$ cat config.mk
export PLATFORM = sky130hd
export DESIGN_NAME = block_mean_threshold_downsampler
export DESIGN_NICKNAME = d
export VERILOG_FILES = /design/src/design/bmtd_pkg.sv /design/src/design/block_mean_threshold_downsampler.sv /design/src/design/bmtd_regs.sv /design/src/design/bmtd_position.sv /design/src/design/bmtd_acc_mem.sv
export SDC_FILE = /design/constraint.sdc
export NUM_CORES = 2
export LEC_CHECK = 0
export ABC_AREA = 1
export BUFFER_PORTS_ARGS = -buffer_cell sky130_fd_sc_hd__buf_2
export CAP_MARGIN = 20
export CORE_UTILIZATION = 40
export DETAILED_ROUTE_END_ITERATION = 7
export HOLD_SLACK_MARGIN = 0.12
export MAX_ROUTING_LAYER = met4
export PLACE_DENSITY = 0.58
export RECOVER_POWER = 25
export REMOVE_ABC_BUFFERS = 1
export SYNTH_ARGS = -nofsm -noshare
export SYNTH_HDL_FRONTEND = slang
export SYNTH_SLANG_ARGS = --single-unit
$ cat constraint.sdc
create_clock -name clk -period 12.8 [get_ports clk]
set_clock_uncertainty 0.2 [all_clocks]
set_input_delay 1.28 -clock clk [delete_from_list [all_inputs] [get_ports clk]]
set_output_delay 1.28 -clock clk [all_outputs]
set_load 0.05 [all_outputs]
$ cat src/design/bmtd_pkg.sv
// shared constants, types and register codes for the block mean threshold downsampler
`timescale 1ns / 1ps
`default_nettype none

package bmtd_pkg;

  // image geometry
  localparam int GRID_CELLS = 64;
  localparam int MAX_BLOCK  = 16;

  // widths derived from the geometry
  localparam int CELL_W = $clog2(GRID_CELLS);
  localparam int PIX_W  = (MAX_BLOCK > 1) ? $clog2(MAX_BLOCK) : 1;
  localparam int BS_W   = 5;
  localparam int CMP_W  = (PIX_W > BS_W) ? PIX_W : BS_W;
  localparam int SQ_W   = 2 * BS_W;
  localparam int PIX_VAL_W = 32;
  localparam int SUM_W  = PIX_VAL_W + 2 * $clog2(MAX_BLOCK);
  localparam int PROD_W = PIX_VAL_W + SQ_W;
  localparam int XY_W   = 6;

  // register port
  localparam int ADDR_W = 3;
  localparam int DATA_W = 32;

  localparam logic [BS_W-1:0]      BLOCK_SIZE_RST = BS_W'(16);
  localparam logic [PIX_VAL_W-1:0] THRESHOLD_RST  = PIX_VAL_W'(8);

  typedef enum logic [0:0] {
    REG_BLOCK_SIZE = 1'b0,
    REG_THRESHOLD  = 1'b1
  } reg_idx_t;

  // input request
  typedef struct packed {
    logic [PIX_VAL_W-1:0] pixel_value;
    logic                 frame_start;
  } pix_req_t;

  // result request
  typedef struct packed {
    logic            cell_on;
    logic [XY_W-1:0] cell_x;
    logic [XY_W-1:0] cell_y;
    logic            row_last;
  } res_req_t;

  // where the current pixel falls, handed from the position tracker
  typedef struct packed {
    logic [CELL_W-1:0] col;
    logic [CELL_W-1:0] row;
    logic              done;
    logic              row_last;
    logic [SQ_W-1:0]   bs_sq;
  } pos_info_t;

endpackage

`default_nettype wire

$ cat src/design/block_mean_threshold_downsampler.sv
// top level: position tracking, accumulate pipeline and threshold compare
//
//  channel   dir  handshake                 payload
//  pix       in   pix_valid / pix_stall     pix_data  (bmtd_pkg::pix_req_t)
//  res       out  res_valid / res_stall     res_data  (bmtd_pkg::res_req_t)
//  apb       in   psel / penable / pready   paddr, pwdata, prdata
//
// one pixel per clock while pix_stall is low; a finished cell's result passes the stage 1, stage 2 and result registers
// accumulate read-modify-write uses a registered memory read, forwarded from the next stage
// reset clears counters, control and the accumulator valid bits
// pix_stall is high only while a result waits on res_stall
`timescale 1ns / 1ps
`default_nettype none

module block_mean_threshold_downsampler (
  input  wire logic                         clk,
  input  wire logic                         rst,
  input  wire logic                         psel,
  input  wire logic                         penable,
  input  wire logic                         pwrite,
  input  wire logic [bmtd_pkg::ADDR_W-1:0]  paddr,
  input  wire logic [bmtd_pkg::DATA_W-1:0]  pwdata,
  output logic      [bmtd_pkg::DATA_W-1:0]  prdata,
  output logic                              pready,
  input  wire logic                         pix_valid,
  output logic                              pix_stall,
  input  wire bmtd_pkg::pix_req_t           pix_data,
  output logic                              res_valid,
  input  wire logic                         res_stall,
  output bmtd_pkg::res_req_t                res_data
);

  logic [bmtd_pkg::BS_W-1:0]      block_size;
  logic [bmtd_pkg::PIX_VAL_W-1:0] threshold;
  bmtd_pkg::pos_info_t            info;
  logic                           adv, accept;

  // stage 1: memory read data lines up with the pixel
  logic                           s1_valid, s1_start;
  logic [bmtd_pkg::PIX_VAL_W-1:0] s1_pix;
  bmtd_pkg::pos_info_t            s1_info;
  logic [bmtd_pkg::SUM_W-1:0]     rd_data, base, sum, wdata;
  logic [bmtd_pkg::PROD_W-1:0]    prod;
  logic                           fwd;

  // stage 2: sum and limit registered for the compare
  logic                           s2_valid, s2_done, s2_row_last;
  logic [bmtd_pkg::CELL_W-1:0]    s2_col, s2_row;
  logic [bmtd_pkg::SUM_W-1:0]     s2_sum, s2_limit, s2_wdata;

  bmtd_regs u_regs (
    .clk        (clk),
    .rst        (rst),
    .psel       (psel),
    .penable    (penable),
    .pwrite     (pwrite),
    .paddr      (paddr),
    .pwdata     (pwdata),
    .prdata     (prdata),
    .pready     (pready),
    .block_size (block_size),
    .threshold  (threshold)
  );

  // pipeline moves whenever the result slot is free or being taken
  assign adv       = !(res_valid && res_stall);
  assign pix_stall = !adv;
  assign accept    = pix_valid && adv;

  bmtd_position u_pos (
    .clk         (clk),
    .rst         (rst),
    .step        (accept),
    .frame_start (pix_data.frame_start),
    .block_size  (block_size),
    .info        (info)
  );

  bmtd_acc_mem u_mem (
    .clk       (clk),
    .rst       (rst),
    .rd_en     (accept),
    .rd_addr   (info.col),
    .rd_data   (rd_data),
    .wr_en     (s1_valid && adv),
    .wr_addr   (s1_info.col),
    .wr_data   (wdata),
    .clear_all (accept && pix_data.frame_start)
  );

  // stage 1 registers
  always_ff @(posedge clk) begin
    if (rst) begin
      s1_valid <= 1'b0;
    end else if (adv) begin
      s1_valid <= accept;
    end
  end

  always_ff @(posedge clk) begin
    if (accept) begin
      s1_pix   <= pix_data.pixel_value;
      s1_start <= pix_data.frame_start;
      s1_info  <= info;
    end
  end

  // accumulate with forwarding from the write held in stage 2
  assign fwd   = s2_valid && (s2_col == s1_info.col);
  assign base  = s1_start ? '0 : (fwd ? s2_wdata : rd_data);
  assign sum   = base + bmtd_pkg::SUM_W'(s1_pix);
  assign wdata = s1_info.done ? '0 : sum;
  assign prod  = bmtd_pkg::PROD_W'(threshold) * bmtd_pkg::PROD_W'(s1_info.bs_sq);

  // stage 2 registers
  always_ff @(posedge clk) begin
    if (rst) begin
      s2_valid <= 1'b0;
    end else if (adv) begin
      s2_valid <= s1_valid;
    end
  end

  always_ff @(posedge clk) begin
    if (adv && s1_valid) begin
      s2_sum      <= sum;
      s2_limit    <= bmtd_pkg::SUM_W'(prod);
      s2_wdata    <= wdata;
      s2_done     <= s1_info.done;
      s2_col      <= s1_info.col;
      s2_row      <= s1_info.row;
      s2_row_last <= s1_info.row_last;
    end
  end

  // threshold compare into the result register
  always_ff @(posedge clk) begin
    if (rst) begin
      res_valid <= 1'b0;
    end else if (adv) begin
      res_valid <= s2_valid && s2_done;
    end
  end

  always_ff @(posedge clk) begin
    if (adv && s2_valid && s2_done) begin
      res_data.cell_on  <= s2_sum >= s2_limit;
      res_data.cell_x   <= bmtd_pkg::XY_W'(s2_col);
      res_data.cell_y   <= bmtd_pkg::XY_W'(s2_row);
      res_data.row_last <= s2_row_last;
    end
  end

  a_done_emits: assert property (@(posedge clk) disable iff (rst)
    s2_valid && s2_done && adv |=> res_valid)
    else $error("finished cell produced no result");

  a_row_last_col: assert property (@(posedge clk) disable iff (rst)
    res_valid && res_data.row_last |->
      res_data.cell_x == bmtd_pkg::XY_W'(bmtd_pkg::GRID_CELLS - 1))
    else $error("row_last on a cell that is not the last column");

  a_fwd_cleared: assert property (@(posedge clk) disable iff (rst)
    s1_valid && fwd && s2_done && !s1_start |-> base == '0)
    else $error("forwarded sum not cleared after a finished cell");

endmodule

`default_nettype wire

$ cat src/design/bmtd_regs.sv
// configuration registers behind the apb-style port
`timescale 1ns / 1ps
`default_nettype none

module bmtd_regs (
  input  wire logic                           clk,
  input  wire logic                           rst,
  input  wire logic                           psel,
  input  wire logic                           penable,
  input  wire logic                           pwrite,
  input  wire logic [bmtd_pkg::ADDR_W-1:0]    paddr,
  input  wire logic [bmtd_pkg::DATA_W-1:0]    pwdata,
  output logic      [bmtd_pkg::DATA_W-1:0]    prdata,
  output logic                                pready,
  output logic      [bmtd_pkg::BS_W-1:0]      block_size,
  output logic      [bmtd_pkg::PIX_VAL_W-1:0] threshold
);

  bmtd_pkg::reg_idx_t idx;
  logic               wr;

  assign idx    = bmtd_pkg::reg_idx_t'(paddr[2]);
  assign wr     = psel && penable && pwrite;
  assign pready = 1'b1;

  // register writes
  always_ff @(posedge clk) begin
    if (rst) begin
      block_size <= bmtd_pkg::BLOCK_SIZE_RST;
      threshold  <= bmtd_pkg::THRESHOLD_RST;
    end else if (wr) begin
      case (idx)
        bmtd_pkg::REG_BLOCK_SIZE: block_size <= pwdata[bmtd_pkg::BS_W-1:0];
        bmtd_pkg::REG_THRESHOLD:  threshold  <= pwdata[bmtd_pkg::PIX_VAL_W-1:0];
        default: ;
      endcase
    end
  end

  // read back
  always_comb begin
    case (idx)
      bmtd_pkg::REG_BLOCK_SIZE: prdata = bmtd_pkg::DATA_W'(block_size);
      bmtd_pkg::REG_THRESHOLD:  prdata = bmtd_pkg::DATA_W'(threshold);
      default:                  prdata = '0;
    endcase
  end

endmodule

`default_nettype wire

$ cat src/design/bmtd_position.sv
// pixel and cell position counters, one step per accepted pixel
`timescale 1ns / 1ps
`default_nettype none

module bmtd_position (
  input  wire logic                         clk,
  input  wire logic                         rst,
  input  wire logic                         step,
  input  wire logic                         frame_start,
  input  wire logic [bmtd_pkg::BS_W-1:0]    block_size,
  output bmtd_pkg::pos_info_t               info
);

  logic [bmtd_pkg::PIX_W-1:0]  pbx, pby, pbx_next, pby_next, cur_x, cur_y;
  logic [bmtd_pkg::CELL_W-1:0] cell_column, cell_row, cell_column_next, cell_row_next;
  logic [bmtd_pkg::CELL_W-1:0] cur_col, cur_row;
  logic [bmtd_pkg::BS_W-1:0]   bs;
  logic [bmtd_pkg::CMP_W-1:0]  bs_last;
  logic                        last_x, last_y, col_end;

  // effective block size, clamped to 1..MAX_BLOCK
  always_comb begin
    bs = block_size;
    if (block_size == '0) begin
      bs = bmtd_pkg::BS_W'(1);
    end
    if (int'(block_size) > bmtd_pkg::MAX_BLOCK) begin
      bs = bmtd_pkg::BS_W'(bmtd_pkg::MAX_BLOCK);
    end
  end

  // a frame start puts this pixel at the origin
  assign cur_x   = frame_start ? '0 : pbx;
  assign cur_y   = frame_start ? '0 : pby;
  assign cur_col = frame_start ? '0 : cell_column;
  assign cur_row = frame_start ? '0 : cell_row;

  assign bs_last = bmtd_pkg::CMP_W'(bs) - bmtd_pkg::CMP_W'(1);
  assign last_x  = bmtd_pkg::CMP_W'(cur_x) >= bs_last;
  assign last_y  = bmtd_pkg::CMP_W'(cur_y) >= bs_last;
  assign col_end = cur_col == bmtd_pkg::CELL_W'(bmtd_pkg::GRID_CELLS - 1);

  assign info.col      = cur_col;
  assign info.row      = cur_row;
  assign info.done     = last_x && last_y;
  assign info.row_last = col_end;
  assign info.bs_sq    = bmtd_pkg::SQ_W'(bs) * bmtd_pkg::SQ_W'(bs);

  // next position in raster order
  always_comb begin
    pbx_next         = cur_x;
    pby_next         = cur_y;
    cell_column_next = cur_col;
    cell_row_next    = cur_row;
    if (last_x) begin
      pbx_next = '0;
      if (col_end) begin
        cell_column_next = '0;
        if (last_y) begin
          pby_next = '0;
          if (cur_row == bmtd_pkg::CELL_W'(bmtd_pkg::GRID_CELLS - 1)) begin
            cell_row_next = '0;
          end else begin
            cell_row_next = cur_row + bmtd_pkg::CELL_W'(1);
          end
        end else begin
          pby_next = cur_y + bmtd_pkg::PIX_W'(1);
        end
      end else begin
        cell_column_next = cur_col + bmtd_pkg::CELL_W'(1);
      end
    end else begin
      pbx_next = cur_x + bmtd_pkg::PIX_W'(1);
    end
  end

  // position registers
  always_ff @(posedge clk) begin
    if (rst) begin
      pbx         <= '0;
      pby         <= '0;
      cell_column <= '0;
      cell_row    <= '0;
    end else if (step) begin
      pbx         <= pbx_next;
      pby         <= pby_next;
      cell_column <= cell_column_next;
      cell_row    <= cell_row_next;
    end
  end

endmodule

`default_nettype wire

$ cat src/design/bmtd_acc_mem.sv
// column accumulator memory with per-entry valid bits, registered read
`timescale 1ns / 1ps
`default_nettype none

module bmtd_acc_mem (
  input  wire logic                          clk,
  input  wire logic                          rst,
  input  wire logic                          rd_en,
  input  wire logic [bmtd_pkg::CELL_W-1:0]   rd_addr,
  output logic      [bmtd_pkg::SUM_W-1:0]    rd_data,
  input  wire logic                          wr_en,
  input  wire logic [bmtd_pkg::CELL_W-1:0]   wr_addr,
  input  wire logic [bmtd_pkg::SUM_W-1:0]    wr_data,
  input  wire logic                          clear_all
);

  logic [bmtd_pkg::SUM_W-1:0]      mem [bmtd_pkg::GRID_CELLS];
  logic [bmtd_pkg::GRID_CELLS-1:0] vld;
  logic [bmtd_pkg::SUM_W-1:0]      rd_q;
  logic                            rd_vld;

  // storage array
  always_ff @(posedge clk) begin
    if (wr_en) begin
      mem[wr_addr] <= wr_data;
    end
    if (rd_en) begin
      rd_q <= mem[rd_addr];
    end
  end

  // valid bits, a clear wins over a write in the same cycle
  always_ff @(posedge clk) begin
    if (rst) begin
      vld    <= '0;
      rd_vld <= 1'b0;
    end else begin
      if (clear_all) begin
        vld <= '0;
      end else if (wr_en) begin
        vld[wr_addr] <= 1'b1;
      end
      if (rd_en) begin
        rd_vld <= vld[rd_addr];
      end
    end
  end

  // an entry never written since the last clear reads as zero
  assign rd_data = rd_vld ? rd_q : '0;

  a_clear_empties: assert property (@(posedge clk) disable iff (rst)
    clear_all |=> $countones(vld) == 0)
    else $error("valid bits survive a clear");

  a_write_marks: assert property (@(posedge clk) disable iff (rst)
    wr_en && !clear_all |=> vld[$past(wr_addr)])
    else $error("written entry not marked valid");

endmodule

`default_nettype wire

==> summary.txt <==
GRT
  • Gr usage total: 0.224
  • Largest net degree at the start of global routing: between 200 and 250
  • Gr ovfl total: 0
  • Vias in the first global route: 81200
  • Antenna violations before repair: 5
  • First-pass GRT wire length: around 520 mm

Final layout
  • Fin nets: 10800
  • Synth-to-layout area growth: 12.1%
  • Layout cells sized above 1: 0.0735
  • Final Cell Area: between 100000 and 150000 um2
  • Fillers: about 28000

Routing
  • Wire per inst: 24.1 um
  • Routed WL: around 360 mm
  • Met3 wire length: between 20 and 30 mm
  • DRC violations left: 0
  • Pre-antenna DRT Iters: 5
  • Top layer in use: met4
  • DR vias/cell: roughly 5.7
  • Antenna Nets Post-Route: 0
  • Via Count: about 84000
  • DR WL met2: roughly 170 mm
  • Met1 Wirelength: between 100 and 150 mm
  • Initial DRC count: 8753

Critical path
  • Critical R2R Capture: u_mem.mem[11][11]
  • CP endpoint kind: flip-flop
  • Worst path max stage delay: around 2.5 ns
  • Top delay family on crit path: buffers and inverters
  • Cells along the critical path: buf_2 -> nand2_1 -> nand2_1 -> clkinvlp_2 -> nand3_1 -> clkbuf_1 -> nor2_4 -> clkbuf_1
  • Critical Path AT: about 7.4 ns
  • Worst EP required: approximately 13 ns
  • Worst r2r src: res_valid
  • CP Buf/Inv Count: 4
  • CP max stage cell: clkinvlp_2
  • Reg2reg path depth: 7
  • FF-to-FF setup slack: 5.33 ns
  • WS Path Type: input port to flip-flop
  • CP startpoint kind: input port
  • Crit-path max FO: 56

Synthesis
  • Post-synth EDFFs: between 2000 and 3000
  • Post-synthesis sequential area ratio: 0.684
  • Distinct cells, synth: 45
  • Fraction of registers with async set/reset: 0
  • Yosys warns: 0
  • Ys flop type: edfxtp_1
  • Mean Syn Cell Area: approximately 12 um2
  • Post-synthesis register bit count: 2929
  • Post-synth top area cell: edfxtp_1
  • Synth Cell Area: around 130000 um2
  • Synth top area share: 0.664
  • Ranking of synthesized cells by area: edfxtp_1, o21ai_0, nor2_1
  • Mapped Cells: slightly above 10000

Power and ir drop
  • Peak supply drop: roughly 0.00012 V
  • Pwr Total: slightly above 20000 uW
  • Pwr Density: 145 nW/um2
  • Lkg Pwr: roughly 0.051 uW

Clocking
  • CTS tree: done
  • CTS root buf: clkbuf_16
  • H-tree depth: 5
  • Skew-Pair Late Insertion Delay: about 0.91 ns
  • CTS Sinks: roughly 2900
  • PostCTS Resize Cnt: 0
  • Inserted Clock Buffers: ~310
  • Post-CTS Setup Inserts: 0
  • Deepest clock path buffer count: 4
  • Worst-path clk slew: around 0.06 ns
  • Post-CTS Hold Fix Bufs: 0

STA
  • Time the worst path needs with I/O delays and setup: around 7.6 ns
  • Fin crit share: 0.594
  • Final slew viol count: ~2500
  • Final Hold Vio Count: 0
  • Slew @ Worst Pin: roughly 4.3 ns
  • Slew headroom: -1.87
  • RSZ-0062 raised after global routing: no
  • FMAX: 131 MHz
  • Setup violators final: 0

Floorplan
  • Row count: just over 200
  • IO Pins: approximately 120
  • Starting Density: 0.402
  • Core area: about 320000 um2
  • Die Y: approximately 570 um
  • Die area: 319000 um2
  • Die Span X: between 500 and 600 um

Run
  • Max-Cap Viols: 60

Status
  • Outcome: complete, but fails checks
  • Failing checks: max-capacitance violations, max-slew violations

Worst hold path
  • Hold depth: 0
  • Hold_sp: s2_row[4]
  • Hold Path Sink: res_data[5]
  • Min-Delay Path Class: flip-flop to flip-flop

Place
  • Placer congestion estimate: approximately 0.86
  • Post-DP Area: about 130000 um2
  • PortBufs: 120
  • DPL Wire Length: ~190 mm
## flip-flops by register name, indices dropped and copies added (netlist names), 14 cells and up
name	cells
u_mem.rd_q	40
s2_limit	40
s1_info	23
s2_wdata	40
u_regs.threshold	32
u_mem.vld	64
u_mem.mem	2560
s2_sum	40
res_data	14
s1_pix	32
## where the power goes
group	total (uW)	internal, uW	leakage, uW	switching [uW]
registers	10700	10600	0.0268	46.6
logic	947	246	0.0189	702
clock network	8960	5240	0.00494	3720
## cell type report
cell class / instances / area (um2) / share of cell area
timing repair buffer: 305 / 1960 / 0.0138
tap: 4160 / 5200 / 0.0366
sequential: 2929 / 86700 / 0.610
antenna: 9 / 22.5 / 0.000158
clock inverter: 168 / 1670 / 0.0118
multi-input combinational: 6043 / 35400 / 0.249
inverter: 708 / 2700 / 0.0190
clock buffer: 397 / 8430 / 0.0593
## synthesized netlist by cell type, types with 19 or more instances
library cell,n
xor2_1,58
o211ai_1,305
o21ai_0,1400
o22ai_1,283
o221ai_1,359
nand4_1,19
nand2_1,703
nand3_1,368
nor2_1,1780
o21ai_1,56
buf_4,21
clkbuf_1,549
ha_1,190
nor3_1,36
buf_1,25
buf_2,79
edfxtp_1,2804
a21oi_1,165
dfxtp_1,125
xnor2_1,20
inv_1,699
fa_1,212
## routing by layer
layer / vias up / track usage
li1: 37400 / -
met1: 42500 / 0.293
met2: 3140 / 0.367
met3: 499 / 0.0321
met4: 0 / 0.0543
met5: - / -
## metrics by stage
stage / setup TNS [ns] / setup slack [ns] / utilization / hold slack [ns] / instances
5_1_grt: 0 / 4.95 / 0.451 / 0.216 / 14700
4_1_cts: 0 / 6.74 / 0.452 / 0.211 / 14700
2_1_floorplan: -1791.30 / -31.10 / - / 0.200 / 9680
3_3_place_gp: 0 / 6.32 / 0.420 / 0.207 / 14100
6_report: 0 / 5.19 / 0.451 / 0.212 / 14700
3_5_place_dp: 0 / 6.20 / 0.420 / 0.205 / 14100
## worst max-delay path by stage
stage	from	endpoint	slack (ns)	cells past startpoint
2_1_floorplan	pix_data[0]	u_mem.rd_vld	-31.10	13
3_3_place_gp	pix_data[0]	u_mem.rd_q[7]	6.32	12
3_5_place_dp	pix_data[0]	u_mem.rd_q[7]	6.20	12
4_1_cts	u_regs.threshold[4]	s2_limit[31]	6.74	21
5_1_grt	res_stall	u_mem.mem[39][25]	4.95	8
6_report	res_stall	u_mem.mem[11][11]	5.19	8
## logic make-up (layout without fill, tap and decap cells)
logic type      Yosys count  count (layout)  synth area share
flops                  2929            2929             0.684
xor+xnor                 78              78           0.00539
other cells               2              16         0.0000592
simple gates           2925            2925            0.0913
buf+inv                1386            1578            0.0427
fa+ha+maj               402             402            0.0522
compound gates         2631            2631             0.125
## layout by cell type, fill, tap and decap left out, drive strengths merged, types with 2 or more instances in the layout
cell	count
edfxtp	2804
nor2	1784
o21ai	1456
inv	719
nand2	706
clkbuf	482
nand3	368
o221ai	359
o211ai	305
o22ai	283
buf	220
fa	212
ha	190
a21oi	165
dfxtp	125
clkinv	123
xor2	58
nor3	36
bufinv	28
xnor2	20
nand4	19
o21a	17
o21bai	11
diode	9
a31oi	9
a21o	8
conb	7
a21boi	7
clkinvlp	6
and2	4
a211oi	3
a221oi	3
or2	3
a31o	3
nand3b	2
nor4	2
Note: power is estimated with default switching activity, not from simulation.
